--- src/rtl/core/lir_pkg.sv ---
// Shared types and constants for the linear interpolation resampler.
// Holds register indexes, op codes, fixed field widths and the result record.
// No dependencies.
`timescale 1ns / 1ps

package lir_pkg;

  // Fixed field and register widths
  localparam int OP_W        = 2;
  localparam int ADDR_IN_W   = 12;
  localparam int PCM_W       = 16;
  localparam int POS_W       = 32;
  localparam int STEP_W      = 19;
  localparam int CLIP_W      = 13;
  localparam int STRIDE_W    = 4;
  localparam int CFG_DATA_W  = 19;
  localparam int CFG_INDEX_W = 2;

  // Item op codes
  localparam logic [OP_W-1:0] OP_WRITE   = 2'd0;
  localparam logic [OP_W-1:0] OP_TICK    = 2'd1;
  localparam logic [OP_W-1:0] OP_RESTART = 2'd2;

  // Configuration register indexes
  localparam logic [CFG_INDEX_W-1:0] REG_STEP_RATIO     = 2'd0;
  localparam logic [CFG_INDEX_W-1:0] REG_CLIP_FRAMES    = 2'd1;
  localparam logic [CFG_INDEX_W-1:0] REG_CHANNEL_STRIDE = 2'd2;
  localparam logic [CFG_INDEX_W-1:0] REG_LOOP_ENABLE    = 2'd3;

  // Register reset values
  localparam logic [STEP_W-1:0]   STEP_RATIO_RESET     = 19'd65536;
  localparam logic [CLIP_W-1:0]   CLIP_FRAMES_RESET    = 13'd0;
  localparam logic [STRIDE_W-1:0] CHANNEL_STRIDE_RESET = 4'd1;

  // Output queue sizing
  localparam int OUTQ_DEPTH = 4;
  localparam int OUTQ_PTR_W = 2;
  localparam int OUTQ_CNT_W = 3;

  // Tick context that travels with the sample reads
  typedef struct packed {
    logic valid;
    logic ended;
  } tick_tag_t;

  // One result item
  typedef struct packed {
    logic signed [PCM_W-1:0] sample;
    logic                    ended;
  } result_t;

endpackage

--- src/rtl/core/lir_blend.sv ---
// Interpolation datapath: captures both frames, multiplies, truncates.
// Computes s0 + (s1 - s0) * f / 2^F with truncation toward zero.
// Depends on lir_pkg.
`timescale 1ns / 1ps

module lir_blend import lir_pkg::*; #(
  parameter int FRAC_W   = 16,
  parameter int SAMPLE_W = 16
) (
  input  logic                       clk,
  input  logic                       rst,
  input  tick_tag_t                  tag,
  input  logic [FRAC_W-1:0]          frac,
  input  logic signed [SAMPLE_W-1:0] rdata,
  output logic                       push,
  output result_t                    result
);

  localparam int DIFF_W = SAMPLE_W + 1;
  localparam int PROD_W = SAMPLE_W + FRAC_W + 2;
  localparam int ACC_W  = SAMPLE_W + FRAC_W + 2;

  logic                       v2;
  logic                       e2;
  logic [FRAC_W-1:0]          frac2;
  logic signed [SAMPLE_W-1:0] s0_q;
  logic                       v3;
  logic                       e3;
  logic signed [SAMPLE_W-1:0] s0_3;
  logic signed [PROD_W-1:0]   prod3;
  logic signed [DIFF_W-1:0]   diff;
  logic signed [PROD_W-1:0]   prod;
  logic signed [ACC_W-1:0]    acc;
  logic signed [ACC_W-1:0]    quot;
  logic                       round_up;
  logic signed [ACC_W-1:0]    value;

  // Stage 2 valid, stage 3 valid, result valid
  always_ff @(posedge clk) begin
    if (rst) begin
      v2   <= 1'b0;
      v3   <= 1'b0;
      push <= 1'b0;
    end else begin
      v2   <= tag.valid;
      v3   <= v2;
      push <= v3;
    end
  end

  // Capture the first frame
  always_ff @(posedge clk) begin
    if (tag.valid) begin
      s0_q  <= rdata;
      e2    <= tag.ended;
      frac2 <= frac;
    end
  end

  // Multiply the frame difference by the fraction
  assign diff = DIFF_W'(rdata) - DIFF_W'(s0_q);
  assign prod = diff * $signed({1'b0, frac2});

  always_ff @(posedge clk) begin
    if (v2) begin
      prod3 <= prod;
      s0_3  <= s0_q;
      e3    <= e2;
    end
  end

  // Add the base, shift out the fraction, round negative values up
  assign acc      = (ACC_W'(s0_3) <<< FRAC_W) + prod3;
  assign quot     = acc >>> FRAC_W;
  assign round_up = acc[ACC_W-1] && (|acc[FRAC_W-1:0]);
  assign value    = quot + ACC_W'(round_up);

  always_ff @(posedge clk) begin
    if (v3) begin
      result.sample <= e3 ? '0 : value[PCM_W-1:0];
      result.ended  <= e3;
    end
  end

endmodule

--- config.mk ---
export PLATFORM = sky130hd
export DESIGN_NAME = lir_blend
export DESIGN_NICKNAME = d
export VERILOG_FILES = /design/src/rtl/core/lir_pkg.sv /design/src/rtl/core/lir_blend.sv
export SDC_FILE = /design/constraint.sdc
export NUM_CORES = 1
export LEC_CHECK = 0
export BUFFER_PORTS_ARGS = -buffer_cell sky130_fd_sc_hd__buf_2
export CAP_MARGIN = 20
export CORE_UTILIZATION = 70
export DETAILED_ROUTE_END_ITERATION = 10
export HOLD_SLACK_MARGIN = 0.08
export PLACE_DENSITY_LB_ADDON = 0.3
export SLEW_MARGIN = 15
export SYNTH_ARGS = -nofsm -noshare
export SYNTH_HDL_FRONTEND = slang
export SYNTH_SLANG_ARGS = --single-unit
--- constraint.sdc ---
create_clock -name clk -period 22.8 [get_ports clk]
set_input_delay 2.28 -clock clk [delete_from_list [all_inputs] [get_ports clk]]
set_output_delay 2.28 -clock clk [all_outputs]
set_load 0.02 [all_outputs]
==> metrics <==
TritonCTS clock tree=done; instance count of the mapped netlist=~1600; starting density of the core=71.6%; final cycle utilization of the critical path=a little under half; Clock Pin Slew Worst Setup and Hold Paths=about 0.070 ns; status=finished, final reports clean; Post-Synthesis Net Count=2024; Synth area leader=sky130_fd_sc_hd__fa_1; final hold vios=0; Main synth FF type=sky130_fd_sc_hd__edfxtp_1; setup tns final=0 ns; max_cap viols=0; fraction of registers with async set/reset=0%; number of hold buffers added after CTS=0; pin count of the biggest net entering global routing=53; share of synthesized area spent on multiplexers=0%; Layout area overhead=5.53%; vias after detailed routing=11000; Max Slew Vio Count=0; number of filler instances in the final layout=1524; Final GP Congestion=0.915; Finished Core Util=about three quarters; unrepaired setup endpoints after global routing=false; Cell Area, Placed=16300 µm²; Total Nets Final=2056; Compound-Gate Fraction of Synth Area=6.43%; Synth Register Bits=104; share of the synthesized netlist area taken by xor and xnor gates=4.24%; Clk Tree Root Cell=sky130_fd_sc_hd__clkbuf_16; delay of the slowest critical-path stage=between 0.7 and 0.8 ns; cell mode on critical path=sky130_fd_sc_hd__fa_1; insertion delay to the later sink of the worst-skew pair=0.36 ns; global-route wire length before repair=55400 µm; global router's overall resource usage=a little under a third; post-synthesis share of cell area spent on full adders, half adders and majority gates=45.2%; class of the tightest hold or removal check=register to register; dominant combinational cell family by area after synthesis=adder cells; cells taking the most area after synthesis=sky130_fd_sc_hd__fa_1, sky130_fd_sc_hd__edfxtp_1, sky130_fd_sc_hd__ha_1; CP Class=input port to register; setup violators final=0; post-cts resize count=0; number of buffer cells added on primary ports=53; top cell types by occurrence after synthesis=sky130_fd_sc_hd__inv_1, sky130_fd_sc_hd__fa_1, sky130_fd_sc_hd__nand2_1; Final Instance Area=16500 µm²; # DRC=0; worst path arrival time=10.40 ns; # rows=54; sequential cell area=3090 µm²; Initial DRC Count=654; number of global-route vias before repair=~11000; f_max=97.1 MHz; Routed Antenna Nets=0; highest fanout seen on the critical path=24; share of the yosys chip area belonging to registers=between 10% and 20%; antenna violations before repair=0; total iterations of the first detailed-routing run=7; Worst Max-Slew Pin Slew=1.11 ns; worst endpoint required time=22.90 ns; netlist area before placement=15700 µm²; type of destination of the critical path=register; maximum count of clock buffers along a single path=2; Die Ht=152 µm; vias per inst=5.75; Detail Placement HPWL=26200 µm; number of synthesis warnings=0; number of levels the H-tree was split into=3; distinct cell type count of the synthesized netlist=64; Post-synth EDFFs=between 100 and 150; standard cell core area=21900 µm²; die width=152 µm; share of Yosys cell area claimed by the top area cell type=35.1%; dominant cell by count in the synthesized netlist=sky130_fd_sc_hd__inv_1; Setup Fix Bufs, Post-CTS=0; final period demand of the worst path=10.30 ns; WL per Instance=around 18 µm; number of buffers inserted during clock tree synthesis=9; area used by multi-input combinational logic=11100 µm²; die outline area=around 23000 µm²; count of pins on the block boundary=54; Remaining Overflow, GRT=0; Slew HR=about a quarter; synthesized-area fraction occupied by and/or/nand/nor cells=14.6%; proportion of layout cells with a drive suffix above 1=6.33%; average size of a mapped cell=9.86 µm²; master of the slowest instance on the critical path=sky130_fd_sc_hd__xnor2_1; detailed-route wire length=between 30000 and 40000 µm; CTS Sinks=roughly 100; type of origin of the critical path=input port; Worst Skew=0.0107 ns; Worst Hold Margin=0.429 ns
==> area by class of cell <==
type	count	share of cell area, %
diodes	1	0.0151
clock buffers	10	1.38
clock inverters	6	0.302
inverters	361	8.19
multi-input cells	1079	67.0
flip-flops and latches	104	18.7
well taps	280	2.12
repair buffers	68	2.28
==> per-stage QoR <==
| stage | cells | setup WS, ns |
|---|---|---|
| floorplan | 1591 | 13.08 |
| global placement | 1892 | 12.44 |
| detailed placement | 1892 | 12.26 |
| CTS | 1908 | 12.52 |
| global route | 1908 | 12.06 |
| finish | 1909 | 12.50 |
==> critical path, delay by kind of cell <==
| kind | cells | cell delay, ns |
|---|---|---|
| xor+xnor | 3 | 1.18 |
| compound gates | 10 | 2.18 |
| buf+inv | 7 | 0.76 |
| fa+ha+maj | 8 | 3.63 |
| simple gates | 3 | 0.33 |
==> cell families after synthesis <==
group | Yosys count
xor gates and xnor gates | 75
AOI/OAI and AO/OA | 149
adders and majority gates | 403
buffers and inverters | 408
and+or+nand+nor | 452
DFF | 104
==> sequential cells by signal, indices dropped and copies added, names as in the netlist <==
register and cells:
result 17, s0_q 16, prod3 34, e2 1, frac2 16, s0_3 16
v2 1, push 1, e3 1, v3 1
==> layout by cell type, fill, tap and decap left out, types with 6 or more instances in the layout <==
cell type / netlist / routed
sky130_fd_sc_hd__nand2b_1: 15 / 15
sky130_fd_sc_hd__clkbuf_16: 0 / 9
sky130_fd_sc_hd__fa_1: 275 / 275
sky130_fd_sc_hd__maj3_1: 6 / 6
sky130_fd_sc_hd__inv_1: 361 / 361
sky130_fd_sc_hd__and2_1: 116 / 116
sky130_fd_sc_hd__xnor2_1: 54 / 50
sky130_fd_sc_hd__nor4_1: 6 / 6
sky130_fd_sc_hd__a21o_1: 20 / 20
sky130_fd_sc_hd__nor3_1: 16 / 16
sky130_fd_sc_hd__xor2_1: 20 / 19
sky130_fd_sc_hd__o21a_1: 9 / 9
sky130_fd_sc_hd__ha_1: 122 / 122
sky130_fd_sc_hd__buf_2: 4 / 53
sky130_fd_sc_hd__nand2_1: 164 / 164
sky130_fd_sc_hd__nor2b_1: 43 / 43
sky130_fd_sc_hd__and3_1: 6 / 6
sky130_fd_sc_hd__nand3_1: 15 / 15
sky130_fd_sc_hd__nor2_1: 49 / 49
sky130_fd_sc_hd__edfxtp_1: 101 / 101
sky130_fd_sc_hd__buf_4: 0 / 15
sky130_fd_sc_hd__o21ai_0: 24 / 24
sky130_fd_sc_hd__nand4_1: 9 / 9
sky130_fd_sc_hd__a21oi_1: 50 / 50
==> routing by layer <==
layer	part of all wire [%]	vias to the layer above	routed length [µm]	global-route usage [%]
li1	-	4983	-	-
met1	41	5492	13900	42.6
met2	48	443	16300	52.3
met3	8.5	67	2880	6.74
met4	2.5	0	856	10.8
met5	0	-	0	0
==> path summary, 6_finish.rpt <==
kind / cells after the start / start / to / slack, ns
setup / recovery: 31 / rdata[0] / prod3[32] / 12.50
hold / removal: 0 / e2 / e3 / 0.43
setup reg to reg: 29 / s0_q[0] / prod3[32] / 14.12
hold reg to reg: 0 / e2 / e3 / 0.43
Power is not shown: default switching activity piles up to over one toggle a cycle in this logic, so the estimate is an artifact.
