**config.mk**
```make
export PLATFORM = sky130hd
export DESIGN_NAME = lir_sched
export DESIGN_NICKNAME = d
export VERILOG_FILES = /design/src/rtl/core/lir_pkg.sv /design/src/rtl/core/lir_sched.sv
export SDC_FILE = /design/constraint.sdc
export NUM_CORES = 1
export LEC_CHECK = 0
export ABC_AREA = 1
export ABC_CLOCK_PERIOD_IN_PS = 12900
export BUFFER_PORTS_ARGS = -buffer_cell sky130_fd_sc_hd__buf_4
export CORE_AREA = 2 2 153 155
export CTS_CLUSTER_DIAMETER = 50
export CTS_CLUSTER_SIZE = 40
export DETAILED_ROUTE_END_ITERATION = 8
export DIE_AREA = 0 0 155 157
export GPL_TIMING_DRIVEN = 1
export PLACE_DENSITY = 0.57
export SYNTH_ARGS = -nofsm -noshare
export SYNTH_HDL_FRONTEND = slang
export SYNTH_SLANG_ARGS = --single-unit
```
**constraint.sdc**
```tcl
create_clock -name clk -period 12.9 [get_ports clk]
set_input_delay 1.29 -clock clk [delete_from_list [all_inputs] [get_ports clk]]
set_output_delay 1.29 -clock clk [all_outputs]
set_load 0.01 [all_outputs]
```
**src/rtl/core/lir_pkg.sv**
```systemverilog
// Shared types and constants for the linear interpolation resampler.
// Holds register indexes, op codes, fixed field widths and the result record.
// No dependencies.
`timescale 1ns / 1ps

package lir_pkg;

  // Fixed field and register widths
  localparam int OP_W        = 2;
  localparam int ADDR_IN_W   = 12;
  localparam int PCM_W       = 16;
  localparam int POS_W       = 32;
  localparam int STEP_W      = 19;
  localparam int CLIP_W      = 13;
  localparam int STRIDE_W    = 4;
  localparam int CFG_DATA_W  = 19;
  localparam int CFG_INDEX_W = 2;

  // Item op codes
  localparam logic [OP_W-1:0] OP_WRITE   = 2'd0;
  localparam logic [OP_W-1:0] OP_TICK    = 2'd1;
  localparam logic [OP_W-1:0] OP_RESTART = 2'd2;

  // Configuration register indexes
  localparam logic [CFG_INDEX_W-1:0] REG_STEP_RATIO     = 2'd0;
  localparam logic [CFG_INDEX_W-1:0] REG_CLIP_FRAMES    = 2'd1;
  localparam logic [CFG_INDEX_W-1:0] REG_CHANNEL_STRIDE = 2'd2;
  localparam logic [CFG_INDEX_W-1:0] REG_LOOP_ENABLE    = 2'd3;

  // Register reset values
  localparam logic [STEP_W-1:0]   STEP_RATIO_RESET     = 19'd65536;
  localparam logic [CLIP_W-1:0]   CLIP_FRAMES_RESET    = 13'd0;
  localparam logic [STRIDE_W-1:0] CHANNEL_STRIDE_RESET = 4'd1;

  // Output queue sizing
  localparam int OUTQ_DEPTH = 4;
  localparam int OUTQ_PTR_W = 2;
  localparam int OUTQ_CNT_W = 3;

  // Tick context that travels with the sample reads
  typedef struct packed {
    logic valid;
    logic ended;
  } tick_tag_t;

  // One result item
  typedef struct packed {
    logic signed [PCM_W-1:0] sample;
    logic                    ended;
  } result_t;

endpackage

```
**src/rtl/core/lir_sched.sv**
```systemverilog
// Item acceptance, play position and sample RAM port sequencing.
// Issues the two frame reads of a tick, the second from the registered phase and next address, and tags the pipeline.
// Depends on lir_pkg.
`timescale 1ns / 1ps

module lir_sched import lir_pkg::*; #(
  parameter int ADDR_W   = 12,
  parameter int FRAC_W   = 16,
  parameter int SAMPLE_W = 16
) (
  input  logic                       clk,
  input  logic                       rst,
  input  logic                       in_valid,
  output logic                       in_ready,
  input  logic [OP_W-1:0]            op,
  input  logic [ADDR_IN_W-1:0]       write_address,
  input  logic signed [PCM_W-1:0]    write_value,
  input  logic [STEP_W-1:0]          step_ratio,
  input  logic [CLIP_W-1:0]          clip_frames,
  input  logic [STRIDE_W-1:0]        channel_stride,
  input  logic                       loop_enable,
  input  logic                       room,
  output logic                       tick_accept,
  output logic                       ram_en,
  output logic                       ram_we,
  output logic [ADDR_W-1:0]          ram_addr,
  output logic [SAMPLE_W-1:0]        ram_wdata,
  output tick_tag_t                  tag,
  output logic [FRAC_W-1:0]          frac
);

  localparam int IDX_W  = POS_W - FRAC_W;
  localparam int PROD_W = STRIDE_W + CLIP_W;

  logic [POS_W-1:0]           position;
  logic [POS_W-1:0]           position_next;
  logic                       phase;
  logic [ADDR_W-1:0]          nxt_addr;
  logic                       accept;
  logic [IDX_W-1:0]           idx;
  logic                       in_clip;
  logic [CLIP_W-1:0]          idx_frame;
  logic [CLIP_W:0]            idx_plus;
  logic [CLIP_W-1:0]          nxt_frame;
  logic [PROD_W-1:0]          addr0_full;
  logic [PROD_W-1:0]          addr1_full;
  logic signed [SAMPLE_W-1:0] store_value;

  assign in_ready    = !phase && room;
  assign accept      = in_valid && in_ready;
  assign tick_accept = accept && (op == OP_TICK);

  // Split the position into frame index and fraction
  assign idx       = position[POS_W-1:FRAC_W];
  assign in_clip   = (POS_W'(idx) < POS_W'(clip_frames));
  assign idx_frame = CLIP_W'(idx);
  assign idx_plus  = {1'b0, idx_frame} + {{CLIP_W{1'b0}}, 1'b1};
  assign nxt_frame = (idx_plus >= {1'b0, clip_frames}) ? idx_frame : idx_plus[CLIP_W-1:0];

  // Frame addresses wrap at the memory depth
  assign addr0_full = channel_stride * idx_frame;
  assign addr1_full = channel_stride * nxt_frame;

  assign store_value = SAMPLE_W'(write_value);

  // Drive the RAM port: second read has priority, else the accepted item
  always_comb begin
    ram_en    = 1'b0;
    ram_we    = 1'b0;
    ram_addr  = ADDR_W'(addr0_full);
    ram_wdata = store_value;
    if (phase) begin
      ram_en   = 1'b1;
      ram_addr = nxt_addr;
    end else if (accept && op == OP_WRITE) begin
      ram_en   = 1'b1;
      ram_we   = 1'b1;
      ram_addr = ADDR_W'(write_address);
    end else if (tick_accept) begin
      ram_en = 1'b1;
    end
  end

  // Advance, hold or clear the play position
  always_comb begin
    position_next = position;
    if (accept) begin
      unique case (op)
        OP_RESTART: position_next = '0;
        OP_TICK: begin
          if (in_clip) begin
            position_next = position + POS_W'(step_ratio);
          end else if (loop_enable) begin
            position_next = '0;
          end
        end
        default: position_next = position;
      endcase
    end
  end

  // Control state and tick tag
  always_ff @(posedge clk) begin
    if (rst) begin
      position  <= '0;
      phase     <= 1'b0;
      tag.valid <= 1'b0;
    end else begin
      position  <= position_next;
      phase     <= tick_accept;
      tag.valid <= tick_accept;
      if (tick_accept) begin
        tag.ended <= !in_clip;
      end
    end
  end

  // Tick context for the blend pipeline
  always_ff @(posedge clk) begin
    if (tick_accept) begin
      frac      <= position[FRAC_W-1:0];
      nxt_addr  <= ADDR_W'(addr1_full);
    end
  end

endmodule

```
==> results.md <==
* Status: finished, final reports clean
* Routed via count at 6672
* Top post-synthesis cells by area: ha_1, edfxtp_1, nand2_1
* Worst-path clk slew at 0.06 ns
* Critical path's largest stage delay at 0.63 ns
* DR iter-0 viols at 472
* Starting density of the core at 0.316
* Placed Instances at 1362
* Setup tns final at 0 ns
* Final Setup Violations at 0
* RSZ-0062 raised after global routing: false
* Crit path launch: position[17]$_SDFFE_PP0P_
* Fin cells at 1378
* ANT cells at 0
* Core area at 22500 um^2
* CTS HTree Levels at 3
* Post-synth ARST share at 0
* Seq cells post-synth at 62
* Num Clock Sinks at 62
* Synth cell types at 45
* DP HPWL at 16.1 mm
* Final core utilization at 0.367
* Hold Slack at 0.439 ns
* Drt drc at 0
* Max-Cap Viols at 0
* Worst endpoint required time at 12.99 ns
* Drt pass-1 iters at 5
* Root buffer cell: clkbuf_16
* Grt total ovfl at 0
* Yosys top cell area share at 0.123
* Vias in the first global route at 6444
* Most used cell, CP: inv_1
* Clk_lat worst skew at 0.35 ns
* Headroom to the max-slew limit at 0.428
* Pwr dens at 73.6 nW/um^2
* Commonest register cell after synthesis: dfxtp_1
* Antenna violations before repair at 0
* Worst Max-Slew Pin Slew at 0.855 ns
* Die width at 155 um
* Syn_nets at 1199
* Syn. warnings at 0
* Vias/cell at 4.84
* Cell taking the most area after synthesis: ha_1
* CTS tree: built
* Post_cts resized at 0
* DIE AREA at 24300 um^2
* Sequential area share after synthesis at 0.215
* Global placement routability congestion at 0.937
* Final Hold Violating Endpoints at 0
* Port buffer count at 88
* Worst path slowest cell: dfxtp_1
* Hold Crit Class: reg -> reg
* Post-synth EDFFs at 29
* Post-CTS Setup Inserts at 0
* Leak at 4.14 nW
* Design Power at 607 uW
* Total Routing Usage GR at 0.169
* Hold Path Sink: position[30]$_SDFFE_PP0P_
* WL/cell at 14.6 um
* R2R Path Start: position[17]$_SDFFE_PP0P_
* Setup CP Type: reg -> reg
* Hold Path Depth at 2
* R2R setup slack at 6.80 ns
* Final WL at 20.1 mm
* Startpoint types: flip-flop
* Reg-to-Reg End: nxt_addr[10]$_DFFE_PP_
* CP Capture Type: flip-flop
* Area of the multi-input gates at 4690 um^2
* Critical Path AT at 6.19 ns
* Final worst slack at 6.80 ns
* Syn-to-layout area delta at 16.1%
* Deepest clock path buffer count at 2
* First-pass GRT wire length at 32.6 mm
* ANT nets after route at 0
* Peak VDD IR at 0.0551 mV
* Post-place setup slack at 6.83 ns
* Dpl cell area at 7930 um^2
* Nets@finish at 1264
* Min-delay src: position[30]$_SDFFE_PP0P_
* Mapped cell area at 7110 um^2
* Slew Viols, Final at 0
* FILL cells at 2403
* Final Skew at 0.00805 ns
* Hold-fix buffers, CTS at 0
* FF-to-FF path depth at 29
* Final period utilization at 0.473
* Final Critical Period at 6.10 ns
* Post-route cell area at 8250 um^2
* Sequential Area at 1530 um^2
* Cell Rows at 55
* Syn Inst Count at 1023
* Critical Path Fanout Max at 19
* Largest net degree at the start of global routing at 31
* Die H at 157 um
* Cts bufs inserted at 9
* Avg Cell Area, Syn at 6.95 um^2
* Share of cells above drive strength 1 at 0.124
* IO Pins at 121
* Fmax at 164 MHz
## layer usage
layer | up-vias | wire length [um] | global-route usage
met4 | 0 | 346 | 0.0472
met3 | 21 | 897 | 0.0264
li1 | 3386 | - | -
met2 | 146 | 9310 | 0.280
met1 | 3119 | 9500 | 0.228
met5 | - | 0 | 0
## worst max path at each step
stage,end,slack (ns)
floorplan,ram_addr[10],7.29
global placement,nxt_addr[10]$_DFFE_PP_,6.91
detailed placement,nxt_addr[10]$_DFFE_PP_,6.83
CTS,nxt_addr[10]$_DFFE_PP_,6.80
global route,nxt_addr[10]$_DFFE_PP_,6.26
finish,nxt_addr[10]$_DFFE_PP_,6.80
## cell type report
cell class / instances / share of cell area
timing repair buffer: 91 / 0.0828
clock buffer: 11 / 0.0320
inverter: 177 / 0.0805
sequential: 62 / 0.186
clock inverter: 5 / 0.00758
multi-input combinational: 747 / 0.568
tap: 285 / 0.0432
## cells in the final DEF, fill, tap and decap left out, types with 3 or more instances in the layout
cell type,instances
a21o_1,4
a21oi_1,72
a31oi_1,5
buf_4,91
clkbuf_16,10
clkinv_1,6
dfxtp_1,33
edfxtp_1,29
fa_1,35
ha_1,70
inv_1,169
nand2_1,230
nand2_2,4
nand3_1,55
nand4_1,11
nor2_1,108
nor2_2,5
nor2_4,3
nor3_1,11
nor4_1,4
o211ai_1,3
o21a_1,3
o21ai_0,52
o21ai_1,5
o21bai_1,3
or2_1,6
or2_2,6
xnor2_1,10
xor2_1,24
## synth_stat cells (3+ instances only)
master    number
nand4_1       11
or2_2          6
o211ai_1       3
o21a_1         3
clkinv_1       6
a31oi_1        5
buf_4         20
nor4_1         4
ha_1          70
nor2_2         5
or2_1          6
nand3_1       55
a21oi_1       72
nand2_1      230
dfxtp_1       33
o21ai_1        5
clkbuf_1      11
nand2_2        4
fa_1          35
nor3_1        11
nor2_1       109
o21ai_0       52
edfxtp_1      29
o21bai_1       3
xor2_1        24
buf_2          4
a21o_1         4
inv_1        169
xnor2_1       10
## registers in the layout (all words and copies together), names as in the netlist
name,flops
tag,1
frac,16
position,32
nxt_addr,12
phase,1
## critical path, delay by kind of cell (launching register included)
kind,cells,cell delay [ns]
fa+ha+maj,5,2.08
simple gates,11,1.41
compound gates,6,1.01
xor+xnor,2,0.31
buf+inv,5,0.40
flops,1,0.63
## logic make-up (layout without fill, tap and decap cells)
kind of cell,count (synthesis),after routing,share of synthesized area
AND/OR/NAND/NOR,453,453,0.277
buffers and inverters,214,284,0.125
AO/OA/AOI/OAI,155,155,0.118
adder cells (fa/ha/maj),105,105,0.222
flip-flops,62,62,0.215
XOR/XNOR,34,34,0.0419
## power by group
group / switching [mW] / internal (mW) / leakage (nW)
logic: 0.0768 / 0.0486 / 3.44
registers: 0.00506 / 0.212 / 0.542
clock network: 0.0978 / 0.167 / 0.153
Note: power is estimated with default switching activity, not from simulation.
