[src/rtl/core/lir_pkg.sv]
// Shared types and constants for the linear interpolation resampler.
// Holds register indexes, op codes, fixed field widths and the result record.
// No dependencies.
`timescale 1ns / 1ps

package lir_pkg;

  // Fixed field and register widths
  localparam int OP_W        = 2;
  localparam int ADDR_IN_W   = 12;
  localparam int PCM_W       = 16;
  localparam int POS_W       = 32;
  localparam int STEP_W      = 19;
  localparam int CLIP_W      = 13;
  localparam int STRIDE_W    = 4;
  localparam int CFG_DATA_W  = 19;
  localparam int CFG_INDEX_W = 2;

  // Item op codes
  localparam logic [OP_W-1:0] OP_WRITE   = 2'd0;
  localparam logic [OP_W-1:0] OP_TICK    = 2'd1;
  localparam logic [OP_W-1:0] OP_RESTART = 2'd2;

  // Configuration register indexes
  localparam logic [CFG_INDEX_W-1:0] REG_STEP_RATIO     = 2'd0;
  localparam logic [CFG_INDEX_W-1:0] REG_CLIP_FRAMES    = 2'd1;
  localparam logic [CFG_INDEX_W-1:0] REG_CHANNEL_STRIDE = 2'd2;
  localparam logic [CFG_INDEX_W-1:0] REG_LOOP_ENABLE    = 2'd3;

  // Register reset values
  localparam logic [STEP_W-1:0]   STEP_RATIO_RESET     = 19'd65536;
  localparam logic [CLIP_W-1:0]   CLIP_FRAMES_RESET    = 13'd0;
  localparam logic [STRIDE_W-1:0] CHANNEL_STRIDE_RESET = 4'd1;

  // Output queue sizing
  localparam int OUTQ_DEPTH = 4;
  localparam int OUTQ_PTR_W = 2;
  localparam int OUTQ_CNT_W = 3;

  // Tick context that travels with the sample reads
  typedef struct packed {
    logic valid;
    logic ended;
  } tick_tag_t;

  // One result item
  typedef struct packed {
    logic signed [PCM_W-1:0] sample;
    logic                    ended;
  } result_t;

endpackage

[src/rtl/core/lir_outq.sv]
// Output queue for result items and the credit count of ticks in flight.
// A tick is taken only while a queue slot is reserved for its result.
// Depends on lir_pkg.
`timescale 1ns / 1ps

module lir_outq import lir_pkg::*; (
  input  logic    clk,
  input  logic    rst,
  input  logic    tick_accept,
  input  logic    push,
  input  result_t push_data,
  input  logic    out_ready,
  output logic    out_valid,
  output result_t head,
  output logic    room
);

  result_t               entries [OUTQ_DEPTH];
  logic [OUTQ_PTR_W-1:0] wr_ptr;
  logic [OUTQ_PTR_W-1:0] rd_ptr;
  logic [OUTQ_CNT_W-1:0] count;
  logic [OUTQ_CNT_W-1:0] pending;
  logic [OUTQ_CNT_W-1:0] pending_next;
  logic                  pop;

  assign out_valid = (count != '0);
  assign head      = entries[rd_ptr];
  assign pop       = out_valid && out_ready;
  assign room      = (pending < OUTQ_CNT_W'(OUTQ_DEPTH));

  // Reserve on tick accept, release on pop
  always_comb begin
    pending_next = pending;
    if (tick_accept && !pop) begin
      pending_next = pending + 1'b1;
    end else if (!tick_accept && pop) begin
      pending_next = pending - 1'b1;
    end
  end

  // Queue pointers and counts
  always_ff @(posedge clk) begin
    if (rst) begin
      wr_ptr  <= '0;
      rd_ptr  <= '0;
      count   <= '0;
      pending <= '0;
    end else begin
      pending <= pending_next;
      if (push) begin
        wr_ptr <= wr_ptr + 1'b1;
      end
      if (pop) begin
        rd_ptr <= rd_ptr + 1'b1;
      end
      if (push && !pop) begin
        count <= count + 1'b1;
      end else if (!push && pop) begin
        count <= count - 1'b1;
      end
    end
  end

  // Store the incoming result
  always_ff @(posedge clk) begin
    if (push) begin
      entries[wr_ptr] <= push_data;
    end
  end

endmodule

[config.mk]
export PLATFORM = sky130hd
export DESIGN_NAME = lir_outq
export DESIGN_NICKNAME = d
export VERILOG_FILES = /design/src/rtl/core/lir_pkg.sv /design/src/rtl/core/lir_outq.sv
export SDC_FILE = /design/constraint.sdc
export NUM_CORES = 1
export LEC_CHECK = 0
export BUFFER_PORTS_ARGS = -buffer_cell sky130_fd_sc_hd__buf_2
export CAP_MARGIN = 0
export CORE_ASPECT_RATIO = 0.75
export CORE_MARGIN = 3
export CORE_UTILIZATION = 30
export CTS_CLUSTER_DIAMETER = 30
export DETAILED_ROUTE_END_ITERATION = 7
export PLACE_DENSITY = 0.43
export SYNTH_ARGS = -nofsm -noshare
export SYNTH_HDL_FRONTEND = slang
export SYNTH_SLANG_ARGS = --single-unit
[constraint.sdc]
create_clock -name clk -period 6.3 [get_ports clk]
set_input_delay 0.63 -clock clk [delete_from_list [all_inputs] [get_ports clk]]
set_output_delay 0.63 -clock clk [all_outputs]
set_load 0.02 [all_outputs]
==> results.txt, run 1 <==
- Outcome: finished clean
- Cell with the most instances after synthesis: sky130_fd_sc_hd__edfxtp_1
* Least-Margin Pin Slew: 1.07 ns
- Aggregate routed wire length: 5240 um
- Post-synth design cell area: 3080 um^2
* Net Switching: 0.417 mW
* Synthesized flop and latch total: 80
- Setup slack on the worst reg-to-reg path comes out at 3.96 ns.
- Yosys warns: 0
* Cell total after placement: 314
- Summing all flip-flop and latch instances after layout gives 2280 um^2.
- For hold timing, the worst endpoint is entries[2][11]$_DFFE_PP_.
* Starting utilization of the core area: 31.3%
* Number of pins with negative max-slew slack in the final report: 0
* Fraction of layout cells with a size suffix above 1: 33.3%
- Measured against its own limit, the worst slew margin works out to 28.4%.
* Reg-to-reg endpoint: pending[2]$_SDFFE_PP0P_
* Chip height: 93.7 um
* Count of port buffers added during placement: 40
- Measured in cells, the most critical reg-to-reg path has a length of 7.
- H-tree depth reported by CTS: 3
* Clock Pin Slew Worst Setup and Hold Paths: 0.06 ns
* Max-cap violations: 0
- Critical path required time: 5.67 ns
- Setup-failing EPs final: 0
- Setup total negative slack on the finished layout was measured at 0 ns.
- In this run, synthesis inferred 68 flip-flops with an integrated enable.
- DIE AREA: 11,500 um^2
- Die outline width: 123 um
- Grouping stages by cell kind, the critical path spends the most delay in flip-flops.
- In the post-synthesis netlist, the biggest area contributors are sky130_fd_sc_hd__edfxtp_1, sky130_fd_sc_hd__dfxtp_1, sky130_fd_sc_hd__mux4_2.
- Share of the cycle needed by the critical path after routing: 45.2%
- Minimum clock period: 2.85 ns
* Detailed-route wire length per cell: 15.9 um
* # DRC: 0
* Setup bufs post-CTS: 0
- Drt first pass iters: 4
- Kind of start point of the critical path: flip-flop
- The total count of hold-check failures in the final report is 0.
* Leakage Power: 1.30 nW
- TritonCTS clock tree: built
- In this run the biggest area consumer among cell types represents 66.4% of the synthesized area.
- Io pins: 41
- The region available for standard cell placement spans 9810 um^2.
* Maximum clock frequency: 351 MHz
* Count of hold buffers inserted by post-cts repair: 0
- Of the synthesized area, sequential elements account for 74.2%.
* Most area-hungry cell type in the Yosys netlist: sky130_fd_sc_hd__edfxtp_1
- The number of nets handed over by synthesis was 177.
- Switching part of the total: 27.9%
- Buffers inserted during clock tree synthesis total 9.
- The multi-input combinational cells in the finished layout cover a total of 729 um^2.
* Average instance area after synthesis: 20.9 um^2
* Congestion Overflow GR: 0
* Clock network power share: 33.7%
- STA puts the critical path data arrival time at 2.22 ns.
* Number of inserted filler cells in the final layout: 897
- The clock arrives with 0.00603 ns of skew.
- Once the clock tree was built, the resizer swapped 0 gates to a different size.
* Number of violations reported at the end of detailed-routing iteration 0: 87
- Most frequent cells after synthesis: sky130_fd_sc_hd__edfxtp_1, sky130_fd_sc_hd__dfxtp_1, sky130_fd_sc_hd__mux4_2
- The clock passes through at most 2 buffers.
* Global-route wire length before repair: 8340 um
* Post-detailed-route via-to-cell ratio: 4.43
- In this run the most critical hold path is launched from push_data[11].
- Dividing total power by cell area gives a power density of 405 nW/um^2.
- Largest net degree at the start of global routing: 18
* Fraction of registers with async set or reset after synthesis: 0%
- Antenna Nets Post-Route: 0
- Buffers & Inverters on Critical Path: 1
- In this design, the stage delay of the slowest critical-path cell is 1.03 ns.
* Internal portion of total power: 1.08 mW
- Number of placement rows: 31
- The tree built by TritonCTS fans out to 80 sinks.
- In this run, distinct cell masters in the synthesized netlist total 21.
- Biggest fanout along the worst timing path: 17
- The path class of the tightest hold or removal check is primary input to flip-flop.
- The area growth from synthesis to layout is 20.1%.
* Post-Route Utilization: 37.6%
- Setup repair after global routing left no endpoint under its margin.
- Clock Tree Root: sky130_fd_sc_hd__clkbuf_16
- For the worst-skew pair, the clock arrives at the later sink with an insertion delay of 0.33 ns.
- Commonest register cell after synthesis: sky130_fd_sc_hd__edfxtp_1
- The worst setup path is captured at an output pin.
- Reg power frac: 45.4%
- Combinational group share of total power: 20.9%
* Gpl congestion: 0.668
- VDD sags by at most 0.133 mV.
- CP max stage cell: sky130_fd_sc_hd__dfxtp_1
* Gate count of the mapped netlist: 147
* Number of nets in the layout: 223
- The worst register-to-register path begins at count[0]$_SDFFE_PP0P_.
- Via count of the first global-routing pass: 1,586
- DP HPWL: 3340 um
* Vias: 1,462
* Cells along the critical path: mux4_1 -> buf_2
- Along the worst hold path, the cell count comes to 1.
- Tot GR Track Use: 10.2%
- The initial antenna violation count came to 0.
* Critical path start-end classification: flip-flop to output pin
* Number of diodes added for antenna fixing: 0
- The count of cells in the finished layout, fillers not included, comes to 330.
cell families after synthesis:
logic type,count (synthesis),share of synthesized area (%)
DFF,80,74.2
adders and majority gates,8,3.74
muxes,20,14.3
buffers and inverters,10,2.07
and+or+nand+nor,16,2.52
AOI/OAI and AO/OA,6,1.18
xor gates and xnor gates,7,1.99
stage by stage:
step	worst slack, ns	hold WS (ns)	total power [mW]	area (um^2)
after global routing	3.21	0.500	1.58	3690
after detailed placement	3.68	0.514	1.01	3400
after CTS	3.32	0.501	1.52	3690
after global placement	3.69	0.468	0.997	3400
final	3.45	0.511	1.50	3690
after floorplan	4.27	0.453	0.925	3080
registers in the layout, indices dropped and copies added (netlist names), named ones only:
register	count
entries	68
count	3
pending	3
rd_ptr	2
wr_ptr	2
power groups by stage:
stage,logic [mW],clock network (mW),registers (mW)
3_5_place_dp,0.318,0,0.695
3_3_place_gp,0.305,0,0.691
4_1_cts,0.320,0.516,0.684
5_1_grt,0.341,0.547,0.692
6_report,0.312,0.504,0.679
2_1_floorplan,0.276,0,0.649
worst register-to-register path, delay by kind of cell, from the launching register on:
| kind | cells | cell delay, ns |
|---|---|---|
| and+or+nand+nor | 1 | 0.32 |
| buffers and inverters | 1 | 0.07 |
| AOI/OAI and AO/OA | 2 | 0.66 |
| DFF | 1 | 0.36 |
| adders and majority gates | 2 | 0.68 |
| xor gates and xnor gates | 1 | 0.16 |
final cells by class:
| type | instances | area share [%] |
|---|---|---|
| Clock inverter | 7 | 1.96 |
| Timing Repair Buffer | 40 | 5.42 |
| Clock buffer | 9 | 6.10 |
| Tap cell | 132 | 4.47 |
| Sequential cell | 80 | 61.8 |
| Multi-Input combinational cell | 57 | 19.7 |
| Inverter | 5 | 0.508 |
how the worst max path moves through the flow:
stage,startpoint,endpoint,slack [ns],cells after the start
final,flip-flop,head[3],3.45,2
after global routing,flip-flop,head[2],3.21,2
after CTS,flip-flop,head[2],3.32,2
after detailed placement,flip-flop,head[3],3.68,2
after global placement,flip-flop,head[0],3.69,2
after floorplan,out_ready,count[2]$_SDFFE_PP0P_,4.27,7
placed cells by master, fill, tap and decap left out, drive strengths merged:
master,count
a21oi,2
and2,4
buf,40
bufinv,1
clkbuf,9
clkinv,4
clkinvlp,2
dfxtp,12
edfxtp,68
fa,2
ha,6
inv,5
mux2i,3
mux4,17
nor2,9
o21ai,2
o311ai,1
o31ai,1
or3,3
xnor2,1
xor2,6
metal layers:
metal,share of wire (%),global-route usage [%]
met1,41,12.2
met2,51,16.0
met3,5.6,4.27
met4,1.9,4.47
met5,0,0
Note: power is estimated with default switching activity, not from simulation.
==> run 2: changes to the inputs <==
ABC_AREA = 1   (was unset)
clock period = 2.7 ns   (was 6.3 ns; I/O delays follow)
==> results.txt, run 2 <==
- Maximum clock frequency: 491 MHz
- Portion of synthesized cell area occupied by the leading cell type: 63.8%
- The register with the most flip-flops in the layout has 68 of them.
- The die covers 11,900 um^2.
* Commonest non-fill, non-tap cell in the layout: sky130_fd_sc_hd__edfxtp_1
* EDFF count, synth: 68
- Number of pins with negative max-slew slack in the final report: 0
* Detailed-route wire length per cell: 14.9 um
* Kind of start point of the critical path: flip-flop
* Power Density: 931 nW/um^2
* Leakage Power: 1.46 nW
- In the final design database the tool counted 325 nets.
- After floorplanning, the core was divided into 31 placement rows.
- DP HPWL: 3990 um
- Aggregate negative setup slack: 0 ns
* Gpl congestion: 0.644
* Total power: 3.58 mW
* P&R area growth vs syn: 20.3%
- Yosys warns: 0
- Global-route wire length before repair: 10,400 um
* Maximum ir drop on the vdd rail: 0.326 mV
- The clock arrives with 0.00593 ns of skew.
* Most frequent cells after synthesis: sky130_fd_sc_hd__edfxtp_1, sky130_fd_sc_hd__nor2_1, sky130_fd_sc_hd__inv_1, sky130_fd_sc_hd__nand2_1
* H-tree depth reported by CTS: 3
- TritonCTS clock tree: built
- Cts repair resizes: 0
- The floorplan step set the die width to 125 um.
- Most area-consuming cells after synthesis: sky130_fd_sc_hd__edfxtp_1, sky130_fd_sc_hd__dfxtp_1, sky130_fd_sc_hd__nor2_1
- Antenna Nets Post-Route: 0
- Aggregate routed wire length: 6420 um
- Slew margin rel.: 47.3%
* Top flop regs: entries x68, count x3, pending x3
* Commonest register cell after synthesis: sky130_fd_sc_hd__edfxtp_1
- Portion of the post-synthesis area used by sequential elements: 71.4%
* Synth cell types: 18
- The synthesized design spends more area on one cell type than any other, namely sky130_fd_sc_hd__edfxtp_1.
* Unrepaired setup endpoints after global routing: no
- STA puts the critical path data required time at 2.43 ns.
* CTS buffer count: 9
- The worst setup path is of the flip-flop to output pin kind.
- Setup bufs post-CTS: 0
- Drt first pass iters: 4
- Setup-failing EPs final: 0
* Count of port buffers added during placement: 40
* Count of hold buffers inserted by post-cts repair: 0
- Average instance area after synthesis: 12.9 um^2
- Vias: 1,902
* Clock Pin Slew Worst Setup and Hold Paths: 0.06 ns
- Synthesized flop and latch total: 80
- The number of global-route vias before repair is 1,941.
- Clock Tree Root: sky130_fd_sc_hd__clkbuf_16
- The worst hold path belongs to the class primary input to flip-flop.
- During I/O placement, the number of pins put on the boundary was 41.
- Cell with the most instances after synthesis: sky130_fd_sc_hd__edfxtp_1
* Minimum clock period: 2.04 ns
* Nets in the synthesized netlist: 278
- For this run, asynchronously set or reset flops after synthesis account for 0%.
- Fraction of layout cells with a size suffix above 1: 23.3%
- Signal arrival time at the worst endpoint: 1.77 ns
- For this run, the total global-route usage over all layers was measured as 11.6%.
* Number of violations reported at the end of detailed-routing iteration 0: 121
* Max-cap violations: 0
- Register bank with the most flops: entries
- Using the TritonRoute via totals, the vias-per-cell ratio works out to 4.40.
- Gate count of the mapped netlist: 248
* Number of inserted filler cells in the final layout: 989
- Number of diodes added for antenna fixing: 0
* Final-report hold violation count: 0
- Core Box Area: 10,000 um^2
* Congestion Overflow GR: 0
* Endpoint class of the critical path: output pin
* Chip height: 95.4 um
- Counting every sink on the clock net gives 80.
* Clk Latency, worst-skew pair: 0.33 ns
- Post-synth design cell area: 3200 um^2
- Of all nets on the critical path, the largest fanout is 18.
* Number of antenna violations at the first check in global routing: 0
- For the pin with the worst max-slew slack, the measured transition is 0.789 ns.
- Entering global routing, the biggest net connects 35 pins.
- Share of the cycle needed by the critical path after routing: 75.4%
- In the layout the commonest cells are sky130_fd_sc_hd__edfxtp_1, sky130_fd_sc_hd__nor2_1, sky130_fd_sc_hd__buf_2.
- The flow ran to the end, and the final reports show no timing, DRC or antenna violations.
* Starting utilization of the core area: 32.0%
* Maximum clock path buffer count: 2
- # DRC: 0
run 2: cell type report:
class / instances / area (um^2) / share of cell area (%)
sequential: 80 / 2280 / 59.3
multi-input combinational: 138 / 747 / 19.4
clock buffer: 14 / 275 / 7.15
timing repair buffer: 45 / 238 / 6.18
tap: 132 / 165 / 4.29
inverter: 21 / 81.3 / 2.11
clock inverter: 2 / 60.1 / 1.56
run 2: logic make-up (layout without fill, tap and decap cells):
| kind of cell | Yosys count | after routing | share of synthesized area [%] |
|---|---|---|---|
| adder cells (fa/ha/maj) | 8 | 8 | 3.60 |
| AND/OR/NAND/NOR | 66 | 66 | 7.90 |
| buffers and inverters | 30 | 82 | 5.28 |
| AO/OA/AOI/OAI | 64 | 64 | 11.9 |
| flip-flops | 80 | 80 | 71.4 |
run 2: final timing paths:
check / startpoint / cells after the start / endpoint / slack, ns
max reg2reg: count[1]$_SDFFE_PP0P_ / 12 / pending[2]$_SDFFE_PP0P_ / 0.92
min: rst / 2 / rd_ptr[0]$_SDFFE_PP0P_ / 0.15
max: flip-flop / 5 / head[1] / 0.66
min reg2reg: rd_ptr[1]$_SDFFE_PP0P_ / 2 / rd_ptr[1]$_SDFFE_PP0P_ / 0.50
run 2: stage by stage:
| stage | cell area [um^2] | utilization (%) | hold WS, ns | worst slack (ns) | std cells |
|---|---|---|---|---|---|
| 2_1_floorplan | 3200 | - | 0.339 | 0.964 | 248 |
| 6_report | 3850 | 38.5 | 0.149 | 0.664 | 432 |
| 3_5_place_dp | 3510 | 35.1 | 0.487 | 0.915 | 416 |
| 3_3_place_gp | 3510 | 35.1 | 0.482 | 0.987 | 416 |
| 5_1_grt | 3850 | 38.5 | 0.144 | 0.492 | 432 |
| 4_1_cts | 3850 | 38.5 | 0.140 | 0.610 | 432 |
run 2: worst max-delay path: stages, from the launching register on:
cell	delay (ns)
sky130_fd_sc_hd__dfxtp_1	0.30
sky130_fd_sc_hd__buf_4	0.20
sky130_fd_sc_hd__inv_2	0.36
sky130_fd_sc_hd__o21ai_0	0.17
sky130_fd_sc_hd__o22ai_1	0.20
sky130_fd_sc_hd__buf_2	0.21
run 2: report_power, final:
group          leakage (nW)  internal, mW  switching (mW)
combinational         0.575         0.248           0.521
clock                 0.162         0.892           0.445
sequential            0.724          1.44          0.0419
total                  1.46          2.58            1.01
run 2: routing by layer:
metal	wire length [um]	GRT usage, %	vias up
li1	-	-	975
met1	3090	15.0	884
met2	2970	18.3	33
met3	242	3.53	10
met4	123	5.14	0
met5	0	0	-
